[src/rtl/suffix_array_sort_engine_macros.svh]
// Assertion macros shared by the suffix array sort engine RTL.
// No dependencies; included by the modules that carry checks.
`ifndef SUFFIX_ARRAY_SORT_ENGINE_MACROS_SVH
`define SUFFIX_ARRAY_SORT_ENGINE_MACROS_SVH
`ifndef SYNTHESIS
`define SASE_ASSERT(label, clk, rst, cond) \
   label: assert property (@(posedge clk) disable iff (rst) (cond)) \
      else $error("sase check failed");
`define SASE_ASSERT_IMP(label, clk, rst, ante, cons) \
   label: assert property (@(posedge clk) disable iff (rst) (ante) |=> (cons)) \
      else $error("sase check failed");
`else
`define SASE_ASSERT(label, clk, rst, cond)
`define SASE_ASSERT_IMP(label, clk, rst, ante, cons)
`endif
`endif

[src/rtl/sase_pkg.sv]
// Shared types and constants of the suffix array sort engine.
// No dependencies; imported by controller, datapath and top level.
package sase_pkg;

   localparam int unsigned DEF_MAX_CORPUS  = 64;
   localparam int unsigned DEF_SYMBOL_BITS = 20;
   localparam int unsigned POS_OUT_BITS    = 6;

   typedef enum logic [3:0] {
      ST_LOAD,
      ST_SORT_NEXT,
      ST_CHECK,
      ST_PREV_WAIT,
      ST_CMP_ISSUE,
      ST_CMP_EVAL,
      ST_SHIFT,
      ST_PLACE,
      ST_EMIT_RD,
      ST_EMIT_OUT
   } state_type;

   // commands from controller to datapath
   typedef struct packed {
      logic load;
      logic sort_init;
      logic item_init;
      logic prev_rd;
      logic prev_cap;
      logic cmp_rd;
      logic cmp_step;
      logic shift;
      logic place;
      logic emit_init;
      logic emit_rd;
      logic emit_out;
      logic clear_len;
   } cmd_type;

   // status from datapath to controller
   typedef struct packed {
      logic i_done;
      logic j_zero;
      logic bound_hit;
      logic bound_before;
      logic sym_ne;
      logic sym_lt;
      logic sym_zero;
      logic first;
      logic tie_before;
      logic emit_last;
      logic out_free;
   } status_type;

endpackage

[src/rtl/sase_ram.sv]
// Generic single-write, single-read RAM with registered read data.
// No dependencies.
module sase_ram #(
   parameter int unsigned WIDTH = 8,
   parameter int unsigned DEPTH = 64
) (
   input  logic                     clock,
   input  logic                     wr_en,
   input  logic [$clog2(DEPTH)-1:0] wr_addr,
   input  logic [WIDTH-1:0]         wr_data,
   input  logic                     rd_en,
   input  logic [$clog2(DEPTH)-1:0] rd_addr,
   output logic [WIDTH-1:0]         rd_data
);

   logic [WIDTH-1:0] mem_ff [DEPTH];
   logic [WIDTH-1:0] rd_data_ff;

   // write port, registered read port that holds when idle
   always_ff @(posedge clock) begin
      if (wr_en) begin
         mem_ff[wr_addr] <= wr_data;
      end
      if (rd_en) begin
         rd_data_ff <= mem_ff[rd_addr];
      end
   end

   assign rd_data = rd_data_ff;

endmodule

[src/rtl/sase_ctrl.sv]
// Sequencer of the suffix array sort engine: load, insertion sort, emit.
// Depends on sase_pkg.
module sase_ctrl
   import sase_pkg::*;
(
   input  logic       clock,
   input  logic       reset,
   input  logic       req_tvalid,
   input  logic       req_tlast,
   output logic       req_tready,
   input  status_type status,
   output cmd_type    cmd
);

   state_type state_ff, state_in;

   // hold state
   always_ff @(posedge clock) begin
      if (reset) begin
         state_ff <= ST_LOAD;
      end else begin
         state_ff <= state_in;
      end
   end

   // next state and commands
   always_comb begin
      state_in   = state_ff;
      cmd        = '0;
      req_tready = 1'b0;
      case (state_ff)
         ST_LOAD: begin
            req_tready = 1'b1;
            if (req_tvalid) begin
               cmd.load = 1'b1;
               if (req_tlast) begin
                  cmd.sort_init = 1'b1;
                  state_in      = ST_SORT_NEXT;
               end
            end
         end
         ST_SORT_NEXT: begin
            if (status.i_done) begin
               cmd.emit_init = 1'b1;
               state_in      = ST_EMIT_RD;
            end else begin
               cmd.item_init = 1'b1;
               state_in      = ST_CHECK;
            end
         end
         ST_CHECK: begin
            if (status.j_zero) begin
               state_in = ST_PLACE;
            end else begin
               cmd.prev_rd = 1'b1;
               state_in    = ST_PREV_WAIT;
            end
         end
         ST_PREV_WAIT: begin
            cmd.prev_cap = 1'b1;
            state_in     = ST_CMP_ISSUE;
         end
         ST_CMP_ISSUE: begin
            if (status.bound_hit) begin
               state_in = status.bound_before ? ST_SHIFT : ST_PLACE;
            end else begin
               cmd.cmp_rd = 1'b1;
               state_in   = ST_CMP_EVAL;
            end
         end
         ST_CMP_EVAL: begin
            if (status.sym_ne) begin
               state_in = status.sym_lt ? ST_SHIFT : ST_PLACE;
            end else if (!status.first && status.sym_zero) begin
               state_in = status.tie_before ? ST_SHIFT : ST_PLACE;
            end else begin
               cmd.cmp_step = 1'b1;
               state_in     = ST_CMP_ISSUE;
            end
         end
         ST_SHIFT: begin
            cmd.shift = 1'b1;
            state_in  = ST_CHECK;
         end
         ST_PLACE: begin
            cmd.place = 1'b1;
            state_in  = ST_SORT_NEXT;
         end
         ST_EMIT_RD: begin
            cmd.emit_rd = 1'b1;
            state_in    = ST_EMIT_OUT;
         end
         ST_EMIT_OUT: begin
            if (status.out_free) begin
               cmd.emit_out = 1'b1;
               if (status.emit_last) begin
                  cmd.clear_len = 1'b1;
                  state_in      = ST_LOAD;
               end else begin
                  state_in = ST_EMIT_RD;
               end
            end
         end
         default: begin
            state_in = ST_LOAD;
         end
      endcase
   end

endmodule

[src/rtl/sase_dpath.sv]
// Datapath of the suffix array sort engine: corpus and order RAMs, counters,
// suffix comparator and output register. Depends on sase_pkg, sase_ram, macros.
`include "suffix_array_sort_engine_macros.svh"
module sase_dpath
   import sase_pkg::*;
#(
   parameter int unsigned MAX_CORPUS  = DEF_MAX_CORPUS,
   parameter int unsigned SYMBOL_BITS = DEF_SYMBOL_BITS
) (
   input  logic                    clock,
   input  logic                    reset,
   input  logic [SYMBOL_BITS-1:0]  symbol,
   input  cmd_type                 cmd,
   output status_type              status,
   input  logic                    rsp_tready,
   output logic                    rsp_tvalid,
   output logic [POS_OUT_BITS-1:0] rsp_position,
   output logic                    rsp_tlast
);

   localparam int unsigned PW = $clog2(MAX_CORPUS);
   localparam int unsigned LW = $clog2(MAX_CORPUS + 1);
   localparam logic [LW-1:0] MAX_LEN = LW'(MAX_CORPUS);
   localparam logic [LW-1:0] ONE     = LW'(1);

   logic [LW-1:0] len_ff, len_in;
   logic [LW-1:0] i_ff, i_in, j_ff, j_in, p_ff, p_in, q_ff, q_in, k_ff, k_in;
   logic [PW-1:0] cur_ff, cur_in, prev_ff, prev_in;
   logic          first_ff, first_in;
   logic          out_valid_ff, out_valid_in, out_last_ff, out_last_in;
   logic [PW-1:0] out_pos_ff, out_pos_in;

   logic                   corpus_wr;
   logic [SYMBOL_BITS-1:0] sym_p, sym_q;
   logic                   order_wr;
   logic [PW-1:0]          order_wr_addr, order_wr_data, order_rd_addr, order_rd;
   logic [LW-1:0]          j_dec;

   assign j_dec     = j_ff - ONE;
   assign corpus_wr = cmd.load && (len_ff < MAX_LEN);

   // two corpus copies so both suffixes are read in the same cycle
   sase_ram #(.WIDTH(SYMBOL_BITS), .DEPTH(MAX_CORPUS)) u_corpus_p (
      .clock(clock), .wr_en(corpus_wr), .wr_addr(len_ff[PW-1:0]), .wr_data(symbol),
      .rd_en(cmd.cmp_rd), .rd_addr(p_ff[PW-1:0]), .rd_data(sym_p)
   );
   sase_ram #(.WIDTH(SYMBOL_BITS), .DEPTH(MAX_CORPUS)) u_corpus_q (
      .clock(clock), .wr_en(corpus_wr), .wr_addr(len_ff[PW-1:0]), .wr_data(symbol),
      .rd_en(cmd.cmp_rd), .rd_addr(q_ff[PW-1:0]), .rd_data(sym_q)
   );

   // order store: shift or place at j, read at j-1 or k
   assign order_wr      = cmd.shift || cmd.place;
   assign order_wr_addr = j_ff[PW-1:0];
   assign order_wr_data = cmd.shift ? prev_ff : cur_ff;
   assign order_rd_addr = cmd.emit_rd ? k_ff[PW-1:0] : j_dec[PW-1:0];

   sase_ram #(.WIDTH(PW), .DEPTH(MAX_CORPUS)) u_order (
      .clock(clock), .wr_en(order_wr), .wr_addr(order_wr_addr), .wr_data(order_wr_data),
      .rd_en(cmd.prev_rd || cmd.emit_rd), .rd_addr(order_rd_addr), .rd_data(order_rd)
   );

   // status towards the controller
   always_comb begin
      status.i_done       = (i_ff == len_ff);
      status.j_zero       = (j_ff == '0);
      status.bound_hit    = (p_ff >= len_ff) || (q_ff >= len_ff);
      status.bound_before = ((p_ff >= len_ff) && (q_ff >= len_ff)) ? (cur_ff < prev_ff)
                                                                   : (p_ff >= len_ff);
      status.sym_ne       = (sym_p != sym_q);
      status.sym_lt       = (sym_p < sym_q);
      status.sym_zero     = (sym_p == '0);
      status.first        = first_ff;
      status.tie_before   = (cur_ff < prev_ff);
      status.emit_last    = ((k_ff + ONE) == len_ff);
      status.out_free     = !out_valid_ff || rsp_tready;
   end

   // next values of counters and working registers
   always_comb begin
      len_in       = len_ff;
      i_in         = i_ff;
      j_in         = j_ff;
      p_in         = p_ff;
      q_in         = q_ff;
      k_in         = k_ff;
      cur_in       = cur_ff;
      prev_in      = prev_ff;
      first_in     = first_ff;
      out_valid_in = out_valid_ff && !rsp_tready;
      out_last_in  = out_last_ff;
      out_pos_in   = out_pos_ff;
      if (corpus_wr) begin
         len_in = len_ff + ONE;
      end
      if (cmd.sort_init) begin
         i_in = '0;
      end
      if (cmd.item_init) begin
         cur_in = i_ff[PW-1:0];
         j_in   = i_ff;
      end
      if (cmd.prev_cap) begin
         prev_in  = order_rd;
         p_in     = LW'(cur_ff);
         q_in     = LW'(order_rd);
         first_in = 1'b1;
      end
      if (cmd.cmp_step) begin
         p_in     = p_ff + ONE;
         q_in     = q_ff + ONE;
         first_in = 1'b0;
      end
      if (cmd.shift) begin
         j_in = j_dec;
      end
      if (cmd.place) begin
         i_in = i_ff + ONE;
      end
      if (cmd.emit_init) begin
         k_in = '0;
      end
      if (cmd.emit_out) begin
         out_valid_in = 1'b1;
         out_pos_in   = order_rd;
         out_last_in  = status.emit_last;
         k_in         = k_ff + ONE;
      end
      if (cmd.clear_len) begin
         len_in = '0;
      end
   end

   // control registers
   always_ff @(posedge clock) begin
      if (reset) begin
         len_ff       <= '0;
         out_valid_ff <= 1'b0;
      end else begin
         len_ff       <= len_in;
         out_valid_ff <= out_valid_in;
      end
   end

   // working and payload registers
   always_ff @(posedge clock) begin
      i_ff        <= i_in;
      j_ff        <= j_in;
      p_ff        <= p_in;
      q_ff        <= q_in;
      k_ff        <= k_in;
      cur_ff      <= cur_in;
      prev_ff     <= prev_in;
      first_ff    <= first_in;
      out_last_ff <= out_last_in;
      out_pos_ff  <= out_pos_in;
   end

   assign rsp_tvalid   = out_valid_ff;
   assign rsp_position = POS_OUT_BITS'(out_pos_ff);
   assign rsp_tlast    = out_last_ff;

   // the final item clears the length, so only earlier items are range checked
   `SASE_ASSERT(a_len_bound, clock, reset, len_ff <= MAX_LEN)
   `SASE_ASSERT_IMP(a_emit_in_range, clock, reset, cmd.emit_out && !status.emit_last, LW'(out_pos_ff) < len_ff)
   `SASE_ASSERT_IMP(a_shift_nonzero, clock, reset, cmd.shift, j_ff < i_ff)

endmodule

[src/rtl/suffix_array_sort_engine.sv]
// Suffix array sort engine: takes one corpus symbol per item (symbol 0 ends a
// sentence) and, after the item flagged tlast, emits every start position in
// suffix order, the final one flagged by tlast. Symbols load at one item per
// cycle; symbols beyond MAX_CORPUS are dropped. The sort is an insertion sort
// over an order RAM, one symbol pair at a time from duplicated corpus RAMs, so
// its length is data dependent, roughly N*N/2 comparisons at worst.
// Emission reads each position from the order RAM, then registers it once the
// output is free. No item is taken while sorting or emitting. Depends on
// sase_pkg, sase_ctrl, sase_dpath and the macro header.
module suffix_array_sort_engine
   import sase_pkg::*;
#(
   parameter int unsigned MAX_CORPUS  = DEF_MAX_CORPUS,
   parameter int unsigned SYMBOL_BITS = DEF_SYMBOL_BITS
) (
   input  logic                                 clock,
   input  logic                                 reset,
   input  logic                                 req_tvalid,
   output logic                                 req_tready,
   input  logic [((SYMBOL_BITS + 7) / 8)*8-1:0] req_tdata,  // symbol
   input  logic                                 req_tlast,  // last_symbol
   output logic                                 rsp_tvalid,
   input  logic                                 rsp_tready,
   output logic [7:0]                           rsp_tdata,  // suffix_position
   output logic                                 rsp_tlast   // last_position
);

   cmd_type                 cmd;
   status_type              status;
   logic [POS_OUT_BITS-1:0] position;

   sase_ctrl u_ctrl (
      .clock(clock), .reset(reset),
      .req_tvalid(req_tvalid), .req_tlast(req_tlast), .req_tready(req_tready),
      .status(status), .cmd(cmd)
   );

   sase_dpath #(.MAX_CORPUS(MAX_CORPUS), .SYMBOL_BITS(SYMBOL_BITS)) u_dpath (
      .clock(clock), .reset(reset),
      .symbol(req_tdata[SYMBOL_BITS-1:0]),
      .cmd(cmd), .status(status),
      .rsp_tready(rsp_tready), .rsp_tvalid(rsp_tvalid),
      .rsp_position(position), .rsp_tlast(rsp_tlast)
   );

   assign rsp_tdata = 8'(position);

endmodule

[config.mk]
export PLATFORM = sky130hd
export DESIGN_NAME = suffix_array_sort_engine
export DESIGN_NICKNAME = d
export VERILOG_FILES = /design/src/rtl/sase_pkg.sv /design/src/rtl/sase_ram.sv /design/src/rtl/sase_ctrl.sv /design/src/rtl/sase_dpath.sv /design/src/rtl/suffix_array_sort_engine.sv
export VERILOG_INCLUDE_DIRS = /design/src /design/src/rtl
export SDC_FILE = /design/constraint.sdc
export NUM_CORES = 2
export LEC_CHECK = 0
export BUFFER_PORTS_ARGS = -buffer_cell sky130_fd_sc_hd__buf_2
export CELL_PAD_IN_SITES_DETAIL_PLACEMENT = 1
export CELL_PAD_IN_SITES_GLOBAL_PLACEMENT = 2
export CORE_MARGIN = 2
export CORE_UTILIZATION = 50
export DETAILED_ROUTE_END_ITERATION = 6
export MAX_ROUTING_LAYER = met4
export PLACE_DENSITY_LB_ADDON = 0.1
export SYNTH_ARGS = -nofsm -noshare
export SYNTH_HDL_FRONTEND = slang
export SYNTH_SLANG_ARGS = --single-unit
export TNS_END_PERCENT = 10
[constraint.sdc]
create_clock -name clock -period 8.8 [get_ports clock]
set_clock_uncertainty 0.1 [all_clocks]
set_input_delay 0.88 -clock clock [delete_from_list [all_inputs] [get_ports clock]]
set_output_delay 0.88 -clock clock [all_outputs]
set_load 0.02 [all_outputs]
Word level (Yosys, flattened, before mapping)
Memory sizes are Yosys's and may differ from the RTL's. A register that Yosys moved wholly into a read port is not among the register bits.
Index checks and enable logic that the tools add are counted.
{"block": "word_totals", "reg_bits": 67, "ram_bits": 2944, "out_inout_bits": 11, "mem_count": 3}
{"block": "op_classes", "n_addsub": 6, "magnitude_cmp": 5, "n_eq_ne": 15, "muxes": 53, "n_reduce_logical": 20}
{"memory": "u_dpath.u_corpus_p.mem_ff", "depth": 64, "word_bits": 20, "rd": 1, "rd_clocked_by_memory_dff": 1, "write_ports": 1, "line_no": "sase_ram.sv:16", "text": "logic [WIDTH-1:0] mem_ff [DEPTH];"}
{"memory": "u_dpath.u_corpus_q.mem_ff", "depth": 64, "word_bits": 20, "rd": 1, "rd_clocked_by_memory_dff": 1, "write_ports": 1, "line_no": "sase_ram.sv:16"}
{"memory": "u_dpath.u_order.mem_ff", "depth": 64, "word_bits": 6, "rd": 1, "rd_clocked_by_memory_dff": 1, "write_ports": 1, "line_no": "sase_ram.sv:16"}
{"op": "7-bit 2-to-1 mux", "count": 10}
{"op": "4-bit case mux with 10 select lines", "count": 1}
{"op": "7-bit by 1-bit adder with 7-bit output (second input constant)", "count": 5}
{"op": "4-bit 2-to-1 mux", "count": 8}
{"op": "1-bit 2-to-1 mux", "count": 27}
{"op": "20-bit zero test", "count": 1}
{"op": "20-bit < comparator", "count": 1}
{"op": "20-bit inequality test", "count": 1}
{"op": "4-bit by 3-bit == test with 1-bit output (second input constant)", "count": 4}
{"op": "7-bit == test", "count": 2}
{"op": "7-bit >= comparator", "count": 2}
{"op": "6-bit 2-to-1 mux", "count": 2}
{"op": "4-bit by 2-bit == test with 1-bit output (second input constant)", "count": 2}
{"op": "4-bit == test (second input constant)", "count": 2}
{"op": "2-bit 2-to-1 mux", "count": 4}
{"op": "2-bit nonzero test", "count": 4}
{"op": "7-bit zero test", "count": 1}
{"op": "7-bit < comparator (second input constant)", "count": 1}
{"op": "7-bit by 1-bit subtractor with 7-bit output (second input constant)", "count": 1}
{"op": "6-bit < comparator", "count": 1}
{"op": "2-bit inequality test (second input constant)", "count": 3}
{"op": "4-bit by 1-bit == test with 1-bit output (second input constant)", "count": 1}
{"op": "1-bit logical AND", "count": 4}
{"op": "4-bit zero test", "count": 1}
{"op": "other kinds (5)", "count": 10}

Longest topological paths before layout
{"block": "logic_depth", "word_depth": 6, "mapped_depth": 12, "depth_no_buf": 9}

By module
Synthesis repeated with hierarchy kept, for this count alone.
{"block": "unflattened", "hier_cells": 5661, "hier_area_um2": 119174.3}
{"mod": "sase_ram (u_dpath.u_corpus_p ...)", "n_inst": 2, "cells_each": 2243, "area_each_um2": 49695.2, "seq_area_each_um2": 39037.4}
{"mod": "sase_ram (u_dpath.u_order)", "n_inst": 1, "cells_each": 720, "area_each_um2": 15285.9, "seq_area_each_um2": 11711.2}
{"mod": "sase_dpath", "n_inst": 1, "cells_each": 397, "area_each_um2": 4053.9, "seq_area_each_um2": 1801.7}
{"mod": "sase_ctrl", "n_inst": 1, "cells_each": 55, "area_each_um2": 425.4, "seq_area_each_um2": 80.1}
{"mod": "suffix_array_sort_engine", "n_inst": 1, "cells_each": 3, "area_each_um2": 18.8, "seq_area_each_um2": 0.0}

Least setup slack after synthesis
No wires, ideal clock.
{"block": "synth_path", "kind": "register -> register", "from": "register u_dpath.q_ff[0]", "to": "register u_dpath.u_corpus_p.rd_data_ff[0] (netlist: u_dpath.u_corpus_p.rd_data[0]) (read register of u_dpath.u_corpus_p.mem_ff), enable pin", "setup_ps": 537, "arrival_time_ps": 6114, "slack_ps": 2049, "path_stages_with_launch": 11, "n_path_buf": 3, "period_less_slack_ps": 6751, "cell_sequence": "edfxtp_1 > clkbuf_1 > clkbuf_1 > buf_1 > inv_1 > ha_1 > nand2b_1 > a31oi_1 > o21ai_0 > and2_1 > nor4_1"}
{"element": "from (decl)", "line_no": "sase_dpath.sv:27", "text": "logic [LW-1:0] i_ff, i_in, j_ff, j_in, p_ff, p_in, q_ff, q_in, k_ff, k_in;"}
{"element": "from (signal assigned)", "line_no": "sase_dpath.sv:150", "text": "q_ff <= q_in;"}
{"element": "to (decl)", "line_no": "sase_ram.sv:17", "text": "logic [WIDTH-1:0] rd_data_ff;"}

Final worst setup path
{"block": "layout_path", "from": "register u_ctrl.state_ff[3]", "to": "register u_dpath.u_order.rd_data_ff[5] (netlist: u_dpath.u_order.rd_data[5]) (read register of u_dpath.u_order.mem_ff), data pin"}
{"block": "layout_between", "elab_chain_len": 3, "word_cells_on_any_way": 6, "classes_between": "eq/ne: 2; mux: 3; reduce/logical: 1"}
{"element": "from (decl)", "line_no": "sase_ctrl.sv:15", "text": "state_type state_ff, state_in;"}
{"element": "from (signal assigned)", "line_no": "sase_ctrl.sv:22", "text": "state_ff <= state_in;"}
{"element": "4-bit == test / 4-bit by 2-bit == test with 1-bit output (equally long branches)", "line_no": "sase_ctrl.sv:31", "text": "case (state_ff)"}
{"element": "1-bit 2-to-1 mux", "line_no": "sase_ctrl.sv:31"}
{"element": "6-bit 2-to-1 mux / 1-bit logical OR (equally long branches)", "line_no": "sase_dpath.sv:56, sase_dpath.sv:60"}
{"element": "to (decl)", "line_no": "sase_ram.sv:17"}
Several ways; a longest one is shown, not always the timed one.
A chain may end at the register's enable or synchronous reset.

==> metrics <==
XOR/XNOR Fraction of Synth Area=0.00462; Yosys top cell by area=edfxtp_1; CP Class=reg -> reg; root buf cell=clkbuf_16; area of the die=0.162 mm²; final setup fails=0; GR Layer Usage met1=0.415; power share of the combinational group=0.207; hpwl dp=136 mm; Pre-antenna DRT Iters=5; main combinational cell family by area after synthesis=multiplexers; Max stage delay cell, worst path=or4b_4; largest net degree at the start of global routing=146; syn avg cell area=20.5 µm²; DR vias=41940; Core Region=0.158 mm²; post-route cell area=0.0885 mm²; static leakage=27.3 nW; Synth top area share=0.666; Clk network pwr share=0.357; quantity of hold-fixing buffers added after cts=0; FMAX=199 MHz; number of synthesis warnings=0; Post-Layout Cell Count=6163; GR Util All Layers=0.297; Num CTS Buffers=188; RSZ-0062 raised after global routing=no; CP Capture Point=u_dpath.u_order.rd_data[5]; Area contributors post-synth=edfxtp_1, mux4_2, nor2_1; Final WS setup=3.78 ns; Synth Register Bits=1777; power per cell area=254 mW/mm²; stages on the worst setup path=9; worst slack, placed=3.80 ns; Setup crit end kind=flop; initial antenna violation count=19; Util after Layout=0.560; # clock sinks=1777; ys async rst share=0; status=finished clean; placed inst area=0.0823 mm²; Synth Area in Compound Gates=0.0176; worst vdd ir=0.000223 V; Worst-path clk slew=0.06 ns; clock latency on the worst-skew pair=0.83 ns; critical path startpoint=u_ctrl.state_ff[3]; Hold Slack=0.315 ns; register area share after synthesis=0.669; CP dominant cell by count=buf_4; CP Buf/Inv Count=2; # rows=146; Final #Nets=4004; Tmin final=5.02 ns; share of cells above drive strength 1=0.334; sw frac=0.281; grt peak-use layer=met2; worst r2r dst=u_dpath.u_order.rd_data[5]; DP Cell Count=5812; Final Hold Viols=0; CP Cell Sequence=or4b_4 > mux2i_4 > buf_4 > buf_4 > nor2_1 > a32oi_1 > a31oi_1 > a211oi_1 > or4_1; Cells after Synth=3887; Adder-Cell Fraction of Synth Area=0.00708; 1st-iter DRT viols=4872; R2R Path Start=u_ctrl.state_ff[3]; library cells used by synthesis=65; min-delay worst type=in -> reg; crit share post-route=0.570; Least-Margin Pin Slew=1.38 ns; kind of cell adding the most delay to the critical path=simple AND/OR/NAND/NOR gates; port bufs=33; Overflow after GRT=0; met2 usage=0.459; H-tree depth=4; DRC=0; crit-path max FO=31; global-route wire length before repair=330 mm; Layout area overhead=11.3%; wire per inst=37.1 µm; Internal Power=16.2 mW; slowest stage delay, CP=0.71 ns; sequential power share=0.436; starting density of the core=0.503; Slew Limit Fails=0; simple-gate share of the synthesized area=0.0318; Bufs on Longest Clock Path=3; Synth Flop Type=edfxtp_1; number of global-route vias before repair=44629; setup bufs post-CTS=0; routed wire length=229 mm; WP data arrival=5.59 ns; Sw Pwr=6.32 mW; I/O pins=40; post-synthesis mux area share=0.253; gpl congestion=0.849; vias per cell=6.81; mapped cell area=0.0796 mm²; Design Power=22.5 mW; Reg2Reg Setup Slack=3.78 ns; Worst Reg-to-Reg Cells=9; Resize count post-CTS=0; number of synthesized flops with an enable pin=1764; setup_tns=0 ns; Worst Path Required=9.37 ns; DRT antenna net count=0; Max Cap Viol=0; CP Launch Type=flop; Rel. slew slack=0.0787; CTS tree=built; GR met3 Demand/Resource=0.0478; Die Y=403 µm; die width=403 µm
-- state kept, by name, summed over array words and instances (netlist names) --
| register | cells |
|---|---|
| u_ctrl.state_ff | 4 |
| u_dpath.j_ff | 7 |
| u_dpath.u_corpus_q.rd_data | 20 |
| u_dpath.first_ff | 1 |
| u_dpath.p_ff | 7 |
| u_dpath.u_corpus_q.mem_ff | 1280 |
| u_dpath.rsp_tvalid | 1 |
| u_dpath.i_ff | 7 |
| u_dpath.k_ff | 7 |
| u_dpath.rsp_tlast | 1 |
| u_dpath.u_corpus_p.rd_data | 20 |
| u_dpath.u_order.rd_data | 6 |
| u_dpath.prev_ff | 6 |
| u_dpath.cur_ff | 6 |
| u_dpath.len_ff | 7 |
| u_dpath.q_ff | 7 |
| u_dpath.rsp_position | 6 |
| u_dpath.u_order.mem_ff | 384 |
-- kinds of logic after synthesis --
group | count (synthesis)
other cells | 1
mux | 917
buf+inv | 315
compound gates | 221
xor+xnor | 42
flops | 1777
simple gates | 569
fa+ha+maj | 45
-- worst min-delay path by stage --
stage                               startpoint                  to  slack (ns)  depth (start not counted)
floorplan           u_dpath.u_order.rd_data[1]  u_dpath.prev_ff[1]        0.34                          0
global placement              u_dpath.first_ff    u_dpath.first_ff        0.39                          1
detailed placement            u_dpath.first_ff    u_dpath.first_ff        0.38                          1
CTS                                      reset  u_ctrl.state_ff[1]        0.25                          2
global route                             reset  u_ctrl.state_ff[1]        0.29                          2
finish                                   reset  u_ctrl.state_ff[1]        0.32                          2
-- Yosys cell counts (8+ instances only) --
cell         n
a211oi_1    10
a21o_1       8
a21oi_1     84
a221oi_1    18
a31oi_1     16
a32oi_1     12
and3_1       8
buf_1       71
buf_2       21
buf_6       10
clkbuf_1   159
dfxtp_1     13
edfxtp_1  1764
ha_1        45
inv_1       46
mux2_2      13
mux2i_1     26
mux4_2     872
nand2_1    185
nand2b_1     9
nand3_1     64
nand4_1     11
nor2_1     193
nor3_1      47
nor4_1      14
o211ai_1    12
o21ai_0     29
o22ai_1     11
xnor2_1     23
xor2_1      19
-- layout by cell type, fill, tap and decap left out, types with 7 or more instances in the layout --
master and n:
a211oi_1 10, a21o_1 8, a21oi_1 84, a221oi_1 18
a31oi_1 16, a32oi_1 12, and3_1 8, buf_2 33
buf_4 81, bufinv_16 23, clkbuf_1 33, clkbuf_16 193
clkinv_1 37, clkinv_2 37, clkinvlp_4 15, dfxtp_1 13
edfxtp_1 1764, ha_1 45, inv_1 46, mux2_2 13
mux2i_1 23, mux4_2 872, nand2_1 185, nand2b_1 9
nand3_1 64, nand4_1 11, nor2_1 129, nor2_2 20
nor2_4 45, nor2b_1 7, nor3_1 46, nor4_1 13
o211ai_1 12, o21ai_0 29, o22ai_1 11, xnor2_1 23
xor2_1 19
-- power groups by stage --
stage               Combinational [mW]  Clock (mW)  Sequential (mW)
floorplan                         3.14           0             9.89
global placement                  4.56           0             9.98
detailed placement                4.69           0             9.99
CTS                               4.70        8.13             9.81
global route                      4.98        8.42             9.82
finish                            4.66        8.02             9.82
-- area by class of cell --
cell class / count / area (µm²)
clock inverters: 120 / 1220
repair buffers: 120 / 893
well taps: 2072 / 2590
inverters: 47 / 176
clock buffers: 226 / 4950
fillers: 13368 / 69700
diodes: 5 / 12.5
flip-flops and latches: 1777 / 53200
multi-input cells: 1796 / 25400
-- layer usage --
metal  vias to the layer above  wire (µm)
met3                       331      17100
met2                      1801     113000
met5                         -          0
li1                      16747          -
met4                         0       6070
met1                     23061      92800
-- worst register-to-register path: stages, from the launching register on --
cell,delay (ns)
dfxtp_1,0.63
or4b_4,0.71
mux2i_4,0.67
buf_4,0.56
buf_4,0.58
nor2_1,0.42
a32oi_1,0.33
a31oi_1,0.12
a211oi_1,0.53
or4_1,0.22
Power figures use the tool's default switching activity.
